File: src/rtl/rsob_pkg.sv
// types and constants shared by the source-over blender
package rsob_pkg;

	localparam int CH_N   = 3;
	localparam int PROD_W = 16;
	localparam int NUM_W  = 24;
	localparam int DEN_W  = 16;
	localparam int QUO_W  = 9;
	localparam int CELL_N = QUO_W;

	localparam logic [7:0]        FULL_ALPHA = 8'd255;
	localparam logic [PROD_W-1:0] ROUND_HALF = 16'd127;

	typedef struct packed {
		logic [7:0] src_red;
		logic [7:0] src_green;
		logic [7:0] src_blue;
		logic [7:0] src_alpha;
		logic [7:0] dst_red;
		logic [7:0] dst_green;
		logic [7:0] dst_blue;
		logic [7:0] dst_alpha;
		logic       frame_last;
	} pixel_t;

	typedef struct packed {
		logic [7:0] out_red;
		logic [7:0] out_green;
		logic [7:0] out_blue;
		logic [7:0] out_alpha;
		logic       frame_last_out;
	} blend_t;

	typedef struct packed {
		logic       pass;
		logic [7:0] red;
		logic [7:0] green;
		logic [7:0] blue;
		logic [7:0] alpha;
		logic       last;
	} side_t;

	typedef struct packed {
		logic [CH_N-1:0][NUM_W-1:0] rem;
		logic [CH_N-1:0][QUO_W-1:0] quo;
		logic [NUM_W-1:0]           dvs;
		side_t                      side;
	} lane_t;

endpackage

File: src/rtl/rsob_front.sv
// product, alpha and divisor stages ahead of the divider chain
module rsob_front (
	input  logic            clk,
	input  logic            arst_n,
	input  logic            en,
	input  logic            feed_valid,
	input  rsob_pkg::pixel_t feed,
	output logic            lane_valid,
	output rsob_pkg::lane_t lane
);
	import rsob_pkg::*;

	logic                        valid_s1, valid_s2, valid_s3;
	logic [CH_N-1:0][7:0]        src_ch, dst_ch;
	logic [7:0]                  inv_c;
	side_t                       side_c;
	logic [CH_N-1:0][PROD_W-1:0] src_prod_s1, dst_prod_s1;
	logic [7:0]                  inv_s1;
	logic [PROD_W-1:0]           cov_s1;
	side_t                       side_s1;
	logic [PROD_W:0]             oa_sum;
	side_t                       side_c2;
	logic [CH_N-1:0][NUM_W-1:0]  num_s2;
	side_t                       side_s2;
	logic [DEN_W-1:0]            denom;
	lane_t                       lane_s3;

	assign src_ch = {feed.src_blue, feed.src_green, feed.src_red};
	assign dst_ch = {feed.dst_blue, feed.dst_green, feed.dst_red};
	assign inv_c  = FULL_ALPHA - feed.src_alpha;

	// opaque source copies the source, transparent source keeps the destination
	always_comb begin
		side_c.last = feed.frame_last;
		side_c.pass = (feed.src_alpha == FULL_ALPHA) || (feed.src_alpha == 8'd0);
		if (feed.src_alpha == FULL_ALPHA) begin
			side_c.red   = feed.src_red;
			side_c.green = feed.src_green;
			side_c.blue  = feed.src_blue;
			side_c.alpha = feed.src_alpha;
		end else begin
			side_c.red   = feed.dst_red;
			side_c.green = feed.dst_green;
			side_c.blue  = feed.dst_blue;
			side_c.alpha = feed.dst_alpha;
		end
	end

	// floor division by 255 of the rounded coverage
	assign oa_sum = {1'b0, cov_s1} + (PROD_W+1)'(cov_s1[15:8]) + 17'd1;

	always_comb begin
		side_c2 = side_s1;
		if (!side_s1.pass) begin
			side_c2.alpha = oa_sum[15:8];
		end
	end

	assign denom = {side_s2.alpha, 8'd0} - {8'd0, side_s2.alpha};

	always_ff @(posedge clk or negedge arst_n) begin
		if (!arst_n) begin
			valid_s1 <= 1'b0;
			valid_s2 <= 1'b0;
			valid_s3 <= 1'b0;
		end else if (en) begin
			valid_s1 <= feed_valid;
			valid_s2 <= valid_s1;
			valid_s3 <= valid_s2;
		end
	end

	always_ff @(posedge clk) begin
		if (en) begin
			for (int c = 0; c < CH_N; c++) begin
				src_prod_s1[c] <= PROD_W'(src_ch[c]) * PROD_W'(feed.src_alpha);
				dst_prod_s1[c] <= PROD_W'(dst_ch[c]) * PROD_W'(feed.dst_alpha);
				num_s2[c]      <= ({src_prod_s1[c], 8'd0} - {8'd0, src_prod_s1[c]})
					+ NUM_W'(dst_prod_s1[c]) * NUM_W'(inv_s1);
				lane_s3.rem[c] <= num_s2[c] + NUM_W'(denom[DEN_W-1:1]);
			end
			inv_s1  <= inv_c;
			cov_s1  <= ({feed.src_alpha, 8'd0} - {8'd0, feed.src_alpha})
				+ PROD_W'(feed.dst_alpha) * PROD_W'(inv_c) + ROUND_HALF;
			side_s1 <= side_c;
			side_s2 <= side_c2;
			lane_s3.quo  <= '0;
			lane_s3.dvs  <= {denom, 8'd0};
			lane_s3.side <= side_s2;
		end
	end

	assign lane_valid = valid_s3;
	assign lane       = lane_s3;

endmodule

File: config.mk
export PLATFORM = sky130hd
export DESIGN_NAME = rsob_front
export DESIGN_NICKNAME = d
export VERILOG_FILES = /design/src/rtl/rsob_pkg.sv /design/src/rtl/rsob_front.sv
export SDC_FILE = /design/constraint.sdc
export NUM_CORES = 2
export LEC_CHECK = 0
export BUFFER_PORTS_ARGS = -buffer_cell sky130_fd_sc_hd__buf_2
export CAP_MARGIN = 20
export CORE_ASPECT_RATIO = 0.5
export CORE_MARGIN = 3
export CORE_UTILIZATION = 35
export CTS_BUF_LIST = sky130_fd_sc_hd__clkbuf_16
export DETAILED_ROUTE_END_ITERATION = 7
export MAX_ROUTING_LAYER = met4
export PLACE_DENSITY_LB_ADDON = 0.2
export REMOVE_ABC_BUFFERS = 1
export SLEW_MARGIN = 0
export SYNTH_ARGS = -nofsm -noshare
export SYNTH_HDL_FRONTEND = slang
export SYNTH_SLANG_ARGS = --single-unit
File: constraint.sdc
create_clock -name clk -period 7.1 [get_ports clk]
set_input_delay 0.71 -clock clk [delete_from_list [all_inputs] [get_ports clk]]
set_output_delay 0.71 -clock clk [all_outputs]
set_load 0.005 [all_outputs]
==> key figures <==
Status
  • Outcome: finished, final reports clean

Timing
  • Slew @ Worst Pin: 1.082 ns
  • Setup TNS: 0 ns
  • Max frequency: 152.1 MHz
  • Tcrit/Tclk final: 0.9261
  • Relative slew slack: 0.2785
  • Pins Over Slew Limit: 0
  • Unrepaired setup endpoints after global routing: false
  • Min Tclk post-route: 6.575 ns
  • Worst Skew: 0.04074 ns
  • Fin. Hold Viols: 0
  • Final setup vio count: 0
  • Worst hold slack: 0.2927 ns

Global routing
  • Gr usage total: 0.1785
  • Largest net degree at the start of global routing: 138
  • Vias in the first global route: 30630
  • Total congestion overflow: 0
  • First-pass GRT wire length: 178300 microns
  • Initial antenna violation count: 24

Logic synthesis
  • Post-synth EDFFs: 381
  • Mapped Avg Cell Area: 10.35 sq um
  • Dominant synthesized flop cell: edfxtp_1
  • Compound-Gate Fraction of Synth Area: 0.06120
  • Post-Synth Simple-Gate Area: 0.1336
  • XOR/XNOR Fraction of Synth Area: 0.04489
  • Synth top area share: 0.2727
  • Seq/Total Area, Yosys: 0.2589
  • Largest area contributor in the netlist: fa_1
  • Dominant cells by area after synthesis: fa_1, edfxtp_1, ha_1
  • Mux cell area share after synthesis: 0.008466
  • Synth Instances: 4300
  • Synth cell types: 73
  • Synthesis-stage register bit count: 384
  • Post-Synth Adder-Cell Area: 0.4097
  • Ys async rst share: 0.007813
  • Synth Cell Area: 0.04449 sq mm
  • Ys Warns: 0
  • Main combinational cell family by area after synthesis: adder cells

Floorplanning
  • Initial cell density of the core: 0.3568
  • Die area: 0.1317 sq mm
  • Row count: 91
  • Die height: 258.1 microns
  • Core area: 0.1247 sq mm
  • Die width: 510.2 microns
  • I/O pin total: 227

Finish
  • Filler cells: 12270
  • Share of cells above drive strength 1: 0.08180
  • Final instance area: 0.04873 sq mm
  • Commonest non-fill, non-tap cell in the layout: inv_1
  • Commonest non-fill, non-tap cells in the layout: inv_1, fa_1, nand2_1
  • Final cell utilization of the core: 0.3908
  • Synth-to-layout area growth: 9.535%
  • Area taken by multi-input logic gates: 0.02940 sq mm
  • Seq. cell area: 0.01152 sq mm
  • Nets: 5628

Clock tree
  • H-tree depth: 2
  • Clock-pin transition on the worst setup and hold timing paths: 0.07 ns
  • Num Clock Sinks: 384
  • CTS Buffer Depth: 3
  • Setup Buffers After CTS: 0
  • CTS tree: done
  • CTS resizes: 0
  • Later-pin clock latency in the skew report: 0.61 ns
  • TritonCTS Buffers: 44
  • Root buffer cell: clkbuf_16

Drt
  • Vias per cell: 4.804
  • First-pass detailed-route iteration total: 5
  • Per-cell routed wire length: 18.14 microns
  • Top sig layer: met4
  • Antenna viol nets, final: 0
  • Detail Route met3 WL: 6379 microns
  • Residual DRC count: 0
  • DRT Wirelength: 112200 microns
  • Via count: 29730
  • M1 WL: 55920 microns
  • DRT iter0 DRCs: 1935
  • Met2 Routed Length: 48630 microns

Worst setup path
  • CP Max Fanout: 25
  • Data arrival time of the critical path: 6.92 ns
  • Critical path class: reg2reg
  • Reg2reg start: inv_s1[0]
  • Crit start category: register
  • CP Capture Type: register
  • Launch point of the worst path: inv_s1[0]
  • Required @ worst endpoint: 7.44 ns

Job
  • Max-cap violations: 0

Placement
  • I/O Buffers: 191
  • Dpl hpwl: 91270 microns
  • Routability cong.: 0.8739
  • Post-DP Area: 0.04736 sq mm

Hold path
  • Worst hold path class: in2reg
  • Min-delay src: feed[0]
==> metal layers <==
layer | GRT usage | vias to the layer above
li1 | - | 13940
met1 | 0.2641 | 15140
met2 | 0.2633 | 571
met3 | 0.02726 | 78
met4 | 0.02438 | 0
met5 | - | -
==> cell type report <==
type	count	area share
well taps	1674	0.04298
diodes	14	0.0007190
clock inverters	35	0.004596
clock buffers	44	0.02260
repair buffers	241	0.02809
inverters	795	0.06124
multi-input cells	3000	0.6034
flip-flops and latches	384	0.2363
==> cell usage after synthesis (15+ instances only) <==
master / n
nand3_1: 40
o21bai_1: 15
nor2b_1: 47
buf_4: 36
ha_1: 487
fa_1: 606
inv_1: 792
nor2_1: 96
a21o_1: 63
nand2b_1: 24
nand2_1: 502
xor2_1: 58
o21a_1: 27
and2_1: 393
a21oi_1: 127
o21ai_0: 69
edfxtp_1: 381
clkbuf_1: 112
nor3_1: 27
mux2_2: 29
xnor2_1: 170
==> through the flow <==
step / cells / worst slack [ns]
after floorplan: 4179 / 1.263
after global placement: 6093 / 0.7387
after detailed placement: 6093 / 0.6053
after CTS: 6173 / 0.5189
after global routing: 6182 / 0.1737
final: 6187 / 0.5249
==> cell families (layout without fill, tap and decap cells) <==
group / Yosys count / in the layout
AND/OR/NAND/NOR: 1198 / 1198
adder cells (fa/ha/maj): 1093 / 1093
buffers and inverters: 950 / 1115
AO/OA/AOI/OAI: 412 / 412
flip-flops: 384 / 384
XOR/XNOR: 228 / 228
multiplexers: 34 / 34
other: 1 / 49
==> final timing paths <==
kind / end / slack (ns) / cells after the start
setup / recovery: num_s2[70] / 0.52 / 19
hold / removal: side_c2[0] / 0.29 / 1
setup reg to reg: num_s2[70] / 0.52 / 19
hold reg to reg: side_s2[0] / 0.42 / 0
max in group asynchronous: valid_s2 / 6.55 / 2
min in group asynchronous: valid_s1 / 0.45 / 2
==> what timing repair did <==
action / in CTS / in global routing
endpoints found under the hold margin: 3 / 0
hold buffers: 1 / 0
setup endpoints to repair: 0 / 0
==> state kept, by name, summed over array words and instances, names as in the netlist, 8 cells and up <==
signal and count:
src_prod_s1 48, inv_s1 8, num_s2 72, cov_s1 16
side_s2 34, dst_prod_s1 48, side_c2 26, lane 121
side_s1 8
==> critical path: stages (launching register included) <==
cell      delay, ns
edfxtp_1       1.06
buf_4          0.31
nand2_1        0.09
fa_1           0.55
inv_1          0.05
fa_1           0.50
inv_1          0.05
fa_1           0.53
inv_1          0.05
fa_1           0.44
ha_1           0.29
ha_1           0.32
o21ai_0        0.33
a211oi_1       0.13
o41ai_1        0.57
o21ai_0        0.26
nand2_1        0.17
o21ai_0        0.15
a211oi_1       0.33
xnor2_1        0.11
Power is not shown: default switching activity piles up to over one toggle a cycle in this logic, so the estimate is an artifact.
